`src/rtl/core/block_run_size_entropy_encoder_assert.svh`:
```
// assertion macros for the run/size entropy encoder
`ifndef BLOCK_RUN_SIZE_ENTROPY_ENCODER_ASSERT_SVH
`define BLOCK_RUN_SIZE_ENTROPY_ENCODER_ASSERT_SVH

`ifndef SYNTH

// property must hold at every rising clock edge outside reset
`define BRSE_ASSERT(label, clk, rst, prop) \
   label: assert property (@(posedge clk) disable iff (rst) (prop)) \
      else $error("brse assertion failed");

// condition must never be true outside reset
`define BRSE_ASSERT_NEVER(label, clk, rst, expr) \
   label: assert property (@(posedge clk) disable iff (rst) !(expr)) \
      else $error("brse forbidden condition seen");

`else

`define BRSE_ASSERT(label, clk, rst, prop)
`define BRSE_ASSERT_NEVER(label, clk, rst, expr)

`endif

`endif

```
`src/rtl/core/brse_pkg.sv`:
```
package brse_pkg;

   localparam int BLOCK_COEFFS = 64;
   localparam int POS_W        = (BLOCK_COEFFS > 2) ? $clog2(BLOCK_COEFFS) : 1;

   localparam int COEFF_W = 16;
   localparam int MAG_W   = 15;
   localparam int SIZE_W  = 4;
   localparam int RUN_W   = 4;
   localparam int BODY_W  = 23;
   localparam int BLEN_W  = 5;
   localparam int CODED_W = 38;
   localparam int COUNT_W = 6;
   localparam int TAIL_W  = 4;

   localparam logic [RUN_W-1:0]   ESCAPE_RUN  = 4'd15;
   localparam logic [7:0]         ESCAPE_CODE = 8'hF0;
   localparam logic [BLEN_W-1:0]  FIELD_LEN   = 5'd4;
   localparam logic [BLEN_W-1:0]  PAIR_LEN    = 5'd8;
   localparam logic [TAIL_W-1:0]  EOB_LEN     = 4'd8;

endpackage

```
`src/rtl/core/block_run_size_entropy_encoder.sv`:
```
// channel | ports                                  | direction
// --------+----------------------------------------+-----------
// request | req_valid req_ready req_coeff          | in
// result  | rsp_valid rsp_ready rsp_coded_bits     | out
//         | rsp_bit_count rsp_block_end            |
//
// one coefficient item per cycle while results are taken; an item passes through
// the input register, then the result register
// items that emit no bits (zero ac coefficient, no escape, not last) give no result
// synchronous active-high reset clears position, zero run, bit phase and valids
// a stalled result holds the output register; the input register still fills,
// so one more item is taken while a result waits

`include "block_run_size_entropy_encoder_assert.svh"

module block_run_size_entropy_encoder
   import brse_pkg::*;
(
   input  logic                 clock,
   input  logic                 reset,
   input  logic                 req_valid,
   output logic                 req_ready,
   input  logic [COEFF_W-1:0]   req_coeff,
   output logic                 rsp_valid,
   input  logic                 rsp_ready,
   output logic [CODED_W-1:0]   rsp_coded_bits,
   output logic [COUNT_W-1:0]   rsp_bit_count,
   output logic                 rsp_block_end
);

   // block position, tracked at the input side
   logic [POS_W-1:0]    pos_ff, pos_in;

   // input register
   logic                s1_valid_ff, s1_valid_in;
   logic [COEFF_W-1:0]  s1_coeff_ff;
   logic                s1_first_ff;
   logic                s1_last_ff;

   // coding state, updated as an item leaves the input register
   logic [RUN_W-1:0]    zero_run_ff, zero_run_in;
   logic [2:0]          bit_phase_ff, bit_phase_in;

   // result register
   logic                rsp_valid_ff, rsp_valid_in;
   logic [CODED_W-1:0]  rsp_bits_ff, rsp_bits_in;
   logic [COUNT_W-1:0]  rsp_count_ff, rsp_count_in;
   logic                rsp_end_ff, rsp_end_in;

   logic                accept;
   logic                s1_move;
   logic                pos_last;

   // per-item coding signals
   logic                neg;
   logic [COEFF_W-1:0]  mag_full;
   logic [MAG_W-1:0]    mag;
   logic [SIZE_W-1:0]   size;
   logic [MAG_W-1:0]    vmask;
   logic [MAG_W-1:0]    vbits;
   logic                is_zero;
   logic                escape;
   logic [7:0]          hdr;
   logic [BLEN_W-1:0]   hlen;
   logic [BODY_W-1:0]   body;
   logic [BLEN_W-1:0]   blen;
   logic [2:0]          pad;
   logic [TAIL_W-1:0]   tail;
   logic [COUNT_W-1:0]  total_len;
   logic [CODED_W-1:0]  coded;

   // the input register moves on when the result register is free or being emptied
   assign s1_move   = s1_valid_ff && (!rsp_valid_ff || rsp_ready);
   assign req_ready = !s1_valid_ff || s1_move;
   assign accept    = req_valid && req_ready;

   assign pos_last = (pos_ff == POS_W'(BLOCK_COEFFS - 1));

   always_comb begin
      pos_in = pos_ff;
      if (accept) begin
         pos_in = pos_last ? '0 : pos_ff + POS_W'(1);
      end
      s1_valid_in = accept || (s1_valid_ff && !s1_move);
   end

   // magnitude with the most negative pattern saturated to -32767
   assign neg      = s1_coeff_ff[COEFF_W-1];
   assign mag_full = neg ? (~s1_coeff_ff + COEFF_W'(1)) : s1_coeff_ff;
   assign mag      = (s1_coeff_ff == {1'b1, {(COEFF_W-1){1'b0}}}) ? {MAG_W{1'b1}}
                                                                 : mag_full[MAG_W-1:0];
   assign is_zero  = (mag == '0);

   // size = index of the highest set bit plus one
   always_comb begin
      size = '0;
      for (int i = 0; i < MAG_W; i++) begin
         if (mag[i]) begin
            size = SIZE_W'(i + 1);
         end
      end
   end

   // negative values: ones' complement of the magnitude over size bits
   assign vmask = MAG_W'((COEFF_W'(1) << size) - COEFF_W'(1));
   assign vbits = neg ? (~mag & vmask) : mag;

   assign escape = !s1_first_ff && is_zero && (zero_run_ff == ESCAPE_RUN);

   always_comb begin
      hdr  = '0;
      hlen = '0;
      body = '0;
      blen = '0;
      if (s1_first_ff) begin
         hdr  = {4'd0, size};
         hlen = FIELD_LEN;
      end else if (!is_zero) begin
         hdr  = {zero_run_ff, size};
         hlen = PAIR_LEN;
      end
      if (escape) begin
         body = BODY_W'(ESCAPE_CODE);
         blen = PAIR_LEN;
      end else if (s1_first_ff || !is_zero) begin
         body = (BODY_W'(hdr) << size) | BODY_W'(vbits);
         blen = hlen + BLEN_W'(size);
      end
   end

   // end of block: eight zero bits, then zero pad to the byte boundary
   always_comb begin
      pad  = 3'd0 - (bit_phase_ff + blen[2:0]);
      tail = s1_last_ff ? (EOB_LEN + TAIL_W'(pad)) : '0;
      coded     = CODED_W'(body) << tail;
      total_len = COUNT_W'(blen) + COUNT_W'(tail);
   end

   always_comb begin
      zero_run_in  = zero_run_ff;
      bit_phase_in = bit_phase_ff;
      if (s1_move) begin
         if (s1_first_ff || s1_last_ff || !is_zero) begin
            zero_run_in = '0;
         end else begin
            // fifteen plus one wraps to zero on the escape
            zero_run_in = zero_run_ff + RUN_W'(1);
         end
         bit_phase_in = bit_phase_ff + total_len[2:0];
      end
   end

   always_comb begin
      rsp_valid_in = rsp_valid_ff && !rsp_ready;
      rsp_bits_in  = rsp_bits_ff;
      rsp_count_in = rsp_count_ff;
      rsp_end_in   = rsp_end_ff;
      if (s1_move) begin
         rsp_valid_in = (total_len != '0);
         if (total_len != '0) begin
            rsp_bits_in  = coded;
            rsp_count_in = total_len;
            rsp_end_in   = s1_last_ff;
         end
      end
   end

   // control state
   always_ff @(posedge clock) begin
      if (reset) begin
         pos_ff       <= '0;
         s1_valid_ff  <= 1'b0;
         zero_run_ff  <= '0;
         bit_phase_ff <= '0;
         rsp_valid_ff <= 1'b0;
      end else begin
         pos_ff       <= pos_in;
         s1_valid_ff  <= s1_valid_in;
         zero_run_ff  <= zero_run_in;
         bit_phase_ff <= bit_phase_in;
         rsp_valid_ff <= rsp_valid_in;
      end
   end

   // payload
   always_ff @(posedge clock) begin
      if (accept) begin
         s1_coeff_ff <= req_coeff;
         s1_first_ff <= (pos_ff == '0);
         s1_last_ff  <= pos_last;
      end
      rsp_bits_ff  <= rsp_bits_in;
      rsp_count_ff <= rsp_count_in;
      rsp_end_ff   <= rsp_end_in;
   end

   assign rsp_valid      = rsp_valid_ff;
   assign rsp_coded_bits = rsp_bits_ff;
   assign rsp_bit_count  = rsp_count_ff;
   assign rsp_block_end  = rsp_end_ff;

   // a shown result always carries bits
   `BRSE_ASSERT_NEVER(a_count_zero, clock, reset, rsp_valid_ff && (rsp_count_ff == '0))
   // never more bits than the port holds
   `BRSE_ASSERT(a_count_max, clock, reset, rsp_valid_ff |-> (rsp_count_ff <= COUNT_W'(CODED_W)))
   // bits above the count are zero
   `BRSE_ASSERT(a_high_bits_zero, clock, reset, rsp_valid_ff |-> ((rsp_bits_ff >> rsp_count_ff) == '0))
   // a block end leaves the stream byte aligned
   `BRSE_ASSERT(a_block_aligned, clock, reset, (rsp_valid_ff && rsp_end_ff) |-> (bit_phase_ff == 3'd0))

endmodule

```
`config.mk`:
```
export PLATFORM = sky130hd
export DESIGN_NAME = block_run_size_entropy_encoder
export DESIGN_NICKNAME = d
export VERILOG_FILES = /design/src/rtl/core/brse_pkg.sv /design/src/rtl/core/block_run_size_entropy_encoder.sv
export VERILOG_INCLUDE_DIRS = /design/src /design/src/rtl/core
export SDC_FILE = /design/constraint.sdc
export NUM_CORES = 1
export LEC_CHECK = 0
export ABC_AREA = 1
export BUFFER_PORTS_ARGS = -buffer_cell sky130_fd_sc_hd__buf_2
export CAP_MARGIN = 20
export CORE_MARGIN = 2
export CORE_UTILIZATION = 38
export DETAILED_ROUTE_END_ITERATION = 8
export GPL_TIMING_DRIVEN = 1
export PLACE_DENSITY = 0.61
export SYNTH_ARGS = -nofsm -noshare
export SYNTH_HDL_FRONTEND = slang
export SYNTH_SLANG_ARGS = --single-unit
```
`constraint.sdc`:
```
create_clock -name clock -period 6.1 [get_ports clock]
set_input_delay 0.305 -clock clock [delete_from_list [all_inputs] [get_ports clock]]
set_output_delay 0.305 -clock clock [all_outputs]
set_load 0.02 [all_outputs]
```
# Word-level counts from Yosys, hierarchy flattened
# Index checks and enable logic that the tools add are counted.
word_totals:
  ff_bits: 78
  inputBits: 20
  out_inout_bits: 47
  elab_cells: 83
op_classes:
  addsub: 10
  n_eq_ne: 3
  n_shift: 3
  n_mux: 30
  n_bitwise: 4
  reduce_logical: 22
ops:
  columns: ["operator", "n"]
  rows:
  - ["$mux 4", 18]
  - ["$mux 23", 2]
  - ["$mux 15", 3]
  - ["$shl 23x4->38", 1]
  - ["$not 15->15", 2]
  - ["$or 23x15->23", 1]
  - ["$shl 8x4->23", 1]
  - ["$eq 16x16->1 const B", 1]
  - ["$mux 8", 2]
  - ["$add 15x1->15 const B", 1]
  - ["$and 15x15->15", 1]
  - ["$logic_not 15->1", 1]
  - ["$shl 1x4->15 const A", 1]
  - ["$sub 15x2->15 const B", 1]
  - ["$mux 5", 2]
  - ["$add 3x3->3", 2]
  - ["$add 5x4->6", 1]
  - ["$add 6x1->6 const B", 1]
  - ["$eq 6x6->1 const B", 1]
  - ["$logic_and 1x1->1", 6]
  - ["$logic_not 1->1", 6]
  - ["$logic_not 6->1", 1]
  - ["$logic_or 1x1->1", 6]
  - ["$mux 6", 1]
  - ["other kinds (8)", 9]

# Logic depth before layout (Yosys ltp)
depth:
  depth_word: 29
  depth_mapped: 39
  mapped_depth_nobuf: 36

# Worst setup path before layout
# OpenSTA, ideal clock, no wires.
synth_path:
  kind: "register to register"
  start: "reg s1_coeff_ff[0]"
  end: "reg rsp_count_ff[0], in the netlist rsp_bit_count[0], enable pin"
  setup_time_ps: 399
  arrival_time_ps: 5173
  t_required_ps: 5701
  setup_slack_ps: 528
  path_stages_with_launch: 37
  path_buffers: 2
  synth_period_minus_slack_ps: 5572
  cell_sequence: "edfxtp_1 > inv_2 > ha_1 > nand3_2 > nor2_4 > nand2_4 > and3_1 > nand2_1 > nand2_1 > nand2_1 > nand2_1 > nand2_1 > nand2_1 > nand2_1 > nand2_2 > nand2_4 > nand2_4 > nand2_2 > buf_6 > inv_2 > ha_1 > ha_1 > xnor2_1 > xor2_1 > xor2_4 > nand2_4 > clkinv_4 > buf_6 > ha_1 > nand2_1 > o21ai_2 > nand2_1 > a21oi_1 > nor2_1 > nand2_1 > nand2_1 > inv_1"
synth_via:
  elab_chain_cells: 29
  word_cells_on_any_way: 37
  cone_classes: "add/sub: 6; eq/ne: 1; mux: 22; bitwise: 1; reduce/logical: 7"
synth_lines:
  columns: ["element", "line_no", "source"]
  rows:
  - ["start, declared", "block_run_size_entropy_encoder.sv:36", "logic [COEFF_W-1:0] s1_coeff_ff;"]
  - ["start signal, assigned", "block_run_size_entropy_encoder.sv:188", "s1_coeff_ff <= req_coeff;"]
  - ["$not 15->15", "block_run_size_entropy_encoder.sv:89", "assign mag_full = neg ? (~s1_coeff_ff + COEFF_W'(1)) : s1_coeff_ff;"]
  - ["$add 15x1->15", "block_run_size_entropy_encoder.sv:89", null]
  - ["$mux 15", "block_run_size_entropy_encoder.sv:89", null]
  - ["$mux 15 *", "block_run_size_entropy_encoder.sv:90", "assign mag = (s1_coeff_ff == {1'b1, {(COEFF_W-1){1'b0}}}) ? {MAG_W{1'b1}}"]
  - ["$mux 1", "block_run_size_entropy_encoder.sv:98", "if (mag[i]) begin"]
  - ["$mux 4 (14 in a row)", "block_run_size_entropy_encoder.sv:98", null]
  - ["$add 5x4->5", "block_run_size_entropy_encoder.sv:127", "blen = hlen + BLEN_W'(size);"]
  - ["$mux 5", "block_run_size_entropy_encoder.sv:125", "end else if (s1_first_ff || !is_zero) begin"]
  - ["$mux 5 *", "block_run_size_entropy_encoder.sv:122", "if (escape) begin"]
  - ["$add 3x3->3", "block_run_size_entropy_encoder.sv:133", "pad = 3'd0 - (bit_phase_ff + blen[2:0]);"]
  - ["$sub 1x3->3", "block_run_size_entropy_encoder.sv:133", null]
  - ["$add 4x3->4", "block_run_size_entropy_encoder.sv:134", "tail = s1_last_ff ? (EOB_LEN + TAIL_W'(pad)) : '0;"]
  - ["$mux 4", "block_run_size_entropy_encoder.sv:134", null]
  - ["$add 5x4->6 *", "block_run_size_entropy_encoder.sv:136", "total_len = COUNT_W'(blen) + COUNT_W'(tail);"]
  - ["via total_len[5]", "block_run_size_entropy_encoder.sv:69", "logic [COUNT_W-1:0] total_len;"]
  - ["$reduce_bool 6->1 *", "block_run_size_entropy_encoder.sv:160", "if (total_len != '0) begin"]
  - ["$reduce_and 2->1 (no line) *", null, null]
  - ["end signal, assigned", "block_run_size_entropy_encoder.sv:193", "rsp_count_ff <= rsp_count_in;"]
  - ["end, declared", "block_run_size_entropy_encoder.sv:47", "logic [COUNT_W-1:0] rsp_count_ff, rsp_count_in;"]
# Mark *: on every way through the listed nets, which the timed path passes. The rest lies on a longest branch.
# A chain may end at the register's enable or synchronous reset.

# Worst setup path after layout
layout_path:
  start: "reg s1_coeff_ff[0]"
  end: "reg rsp_bits_ff[20], in the netlist rsp_coded_bits[20], enable pin"
layout_via:
  elab_chain_cells: 29
  word_cells_on_any_way: 37
  cone_classes: "add/sub: 6; eq/ne: 1; mux: 22; bitwise: 1; reduce/logical: 7"
layout_lines:
  columns: ["element", "line_no", "source"]
  rows:
  - ["$not 15->15", "block_run_size_entropy_encoder.sv:89", null]
  - ["$add 15x1->15", "block_run_size_entropy_encoder.sv:89", null]
  - ["$mux 15", "block_run_size_entropy_encoder.sv:89", null]
  - ["$mux 15 *", "block_run_size_entropy_encoder.sv:90", null]
  - ["$mux 1", "block_run_size_entropy_encoder.sv:98", null]
  - ["$mux 4 (14 in a row)", "block_run_size_entropy_encoder.sv:98", null]
  - ["$add 5x4->5", "block_run_size_entropy_encoder.sv:127", null]
  - ["$mux 5", "block_run_size_entropy_encoder.sv:125", null]
  - ["$mux 5 *", "block_run_size_entropy_encoder.sv:122", null]
  - ["$add 3x3->3", "block_run_size_entropy_encoder.sv:133", null]
  - ["$sub 1x3->3", "block_run_size_entropy_encoder.sv:133", null]
  - ["$add 4x3->4", "block_run_size_entropy_encoder.sv:134", null]
  - ["$mux 4", "block_run_size_entropy_encoder.sv:134", null]
  - ["$add 5x4->6 *", "block_run_size_entropy_encoder.sv:136", null]
  - ["via total_len[3]", "block_run_size_entropy_encoder.sv:69", null]
  - ["$reduce_bool 6->1 *", "block_run_size_entropy_encoder.sv:160", null]
  - ["$reduce_and 2->1 (no line) *", null, null]
  - ["end signal, assigned", "block_run_size_entropy_encoder.sv:192", "rsp_bits_ff <= rsp_bits_in;"]
  - ["end, declared", "block_run_size_entropy_encoder.sv:46", "logic [CODED_W-1:0] rsp_bits_ff, rsp_bits_in;"]
# Marks and branches as above.

==> out/qor.csv <==
metric,value,unit
outcome,"complete, no violations",
synth_edf_count,63,
syn_nets,805,
grt_pass1_vias,4838,
avgSynthCellArea,7.584,µm²
cts_root_buffer,clkbuf_16,
final_common_cell,nand2_1,
max_freq,0.1813,GHz
final_cell_mix,"nand2_1 (177), nand3_1 (166), buf_2 (66)",
portBuffers,66,
path_common_cell,nand2_1,
setup_tns,0,ps
cts_made_buffers,9,
cp_max_fo,45,
place_inst,1003,
ctsLongestPathBuffers,2,
cts_tree,yes,
cp.required,6110,ps
dieArea,0.01635,mm²
ff2ff_path_depth,34,
startpoint_type,flop,
die_h,127.9,µm
clkTransAtPathRegs,60,ps
cap_violations,0,
drc,0,
first_pass_iters,5,
drv_slew,0,
ys_seq_elements,78,
num_io_pins,67,
drive_gt1_frac,0.2046,
postSynthCellCount,769,
fillers,1555,
cp_slowest_cell,edfxtp_1,
r2r_setup_slack,580,ps
ys_seq_area_frac,0.3759,
wirelength,14870,µm
grt_pass1_wl,24050,µm
synth-main-ff-cell,edfxtp_1,
clkSinkCount,78,
vias,5282,
fin_cells,1019,
fin_crit,5516,ps
setup_viol_count_final,0,
nNetsFinal,862,
cellPowerDensity,275.8,mW/mm²
yosysWarnings,0,
min_path_type,input port to flop,
slowest_delay,440,ps
ys_types,50,
crit_start,s1_coeff_ff[0],
async_reset_ff_frac,0,
num_antenna_cells,0,
power_leakage,3.039,nW
hp-start,req_coeff[6],
dr.first_iter.drc_count,484,
grt_max_degree,46,
hold_viol_final,0,
synthToLayoutAreaGrowth,14.29,%
reg2reg_from,s1_coeff_ff[0],
coreArea,0.01509,mm²
slew_headroom,0.4774,
wl_per_cell,14.59,µm
track_usage,0.1860,
hold-path-cell-count,1,
fin_crit_sh,0.9043,
antenna_found_initial,0,
die_w,127.9,µm
synth_top_cell_by_area,edfxtp_1,
grt_overflow,0,
critPathKind,flop to flop,
synth_top_area_share,0.3244,
cp_data_arrival_time,5530,ps
rows,45,
yosys-top-cells-area,"edfxtp_1 (32%), nand3_1 (14%), nand2_1 (11%)",
worstReg2RegEnd,rsp_coded_bits[20],
htree_num_levels,3,
hold_buffers,0,
tightest_slew,784.0,ps
antenna_left,0,
finClkSkew,8.197,ps
clock_latency,350,ps
syn_area,0.005832,mm²
initial_core_util,0.3865,
ir_worst_vdd,0.1649,mV
rsz0062_at_grt,false,
holdPathEnd,s1_coeff_ff[6],
hpwl,11260,µm
cts_setup_buffers,0,
gp_congestion,0.9473,
via_per_inst,5.184,
cp-end-kind,flop,
==> area by class of cell <==
cell class	instances	area [µm²]	share of cell area
Multi-Input combinational cell	584	3183	0.4776
Sequential cell	78	2192	0.3289
Timing Repair Buffer	75	404.1	0.06063
Inverter	78	305.3	0.04580
Tap cell	188	235.2	0.03529
Clock buffer	9	225.2	0.03379
Clock inverter	7	120.1	0.01802
==> power by group <==
| group | switching (mW) | total, mW | internal (mW) |
|---|---|---|---|
| registers | 0.0193 | 0.661 | 0.641 |
| clock network | 0.213 | 0.615 | 0.401 |
| logic | 0.387 | 0.563 | 0.176 |
==> Yosys cell counts, types with 6 or more instances <==
library cell and instances:
nand2_1 177, ha_1 13, o21ai_1 8, clkbuf_1 10
nor2_2 9, nor2_1 53, buf_2 10, nand3_1 166
o21ai_0 23, a21oi_1 17, nor2_4 11, nor3_1 8
o21ai_2 6, dfxtp_1 15, nand2_4 10, inv_2 11
inv_1 63, edfxtp_1 63, xor2_1 9, nand2_2 13
nand4_1 21
==> sequential cells by signal (all words and copies together), names as in the netlist <==
register / cells
s1_valid_ff: 1
rsp_coded_bits: 38
pos_ff: 6
bit_phase_ff: 3
rsp_valid: 1
rsp_block_end: 1
s1_first_ff: 1
s1_last_ff: 1
zero_run_ff: 4
rsp_bit_count: 6
s1_coeff_ff: 16
==> metal layers <==
metal,part of all wire,global-route usage
met1,0.46,0.2468
met2,0.45,0.2982
met3,0.059,0.03798
met4,0.029,0.07369
met5,0,0
==> per-stage QoR <==
stage          hold WS, ps  power [mW]  cell area (µm²)    util  setup WS, ps
2_1_floorplan        374.1       1.093             5832       -         527.5
4_1_cts              122.6       1.849             6651  0.4408         337.7
6_report             132.3       1.838             6665  0.4417         583.5
3_5_place_dp         483.1       1.229             6306  0.4179         372.3
5_1_grt              122.6       1.945             6665  0.4417         12.70
3_3_place_gp         481.0       1.224             6306  0.4179         557.3
==> timing repair <==
action                                 4_1_cts  5_1_grt
endpoints found under the hold margin        0        0
setup endpoints to repair                    0       45
gates resized for setup                      0        3
==> critical path, delay by kind of cell (launching register included) <==
family | cells | cell delay [ps]
AOI/OAI and AO/OA | 1 | 160
xor gates and xnor gates | 4 | 850
adders and majority gates | 4 | 970
buffers and inverters | 5 | 770
DFF | 1 | 440
and+or+nand+nor | 20 | 1960
==> worst max path at each step <==
stage	to	slack, ps
final	rsp_coded_bits[20]	580
after floorplan	rsp_bit_count[0]	530
after global routing	rsp_coded_bits[20]	10
after CTS	rsp_coded_bits[20]	340
after detailed placement	rsp_coded_bits[19]	370
after global placement	rsp_coded_bits[19]	560
==> cells by family (layout without fill, tap and decap cells) <==
| group | after synthesis | after routing | synth area share |
|---|---|---|---|
| xor+xnor | 12 | 12 | 0.02124 |
| mux | 1 | 1 | 0.001716 |
| compound gates | 68 | 68 | 0.06930 |
| fa+ha+maj | 16 | 16 | 0.03819 |
| buf+inv | 107 | 169 | 0.07960 |
| flops | 78 | 78 | 0.3759 |
| simple gates | 487 | 487 | 0.4141 |
Power figures use the tool's default switching activity.
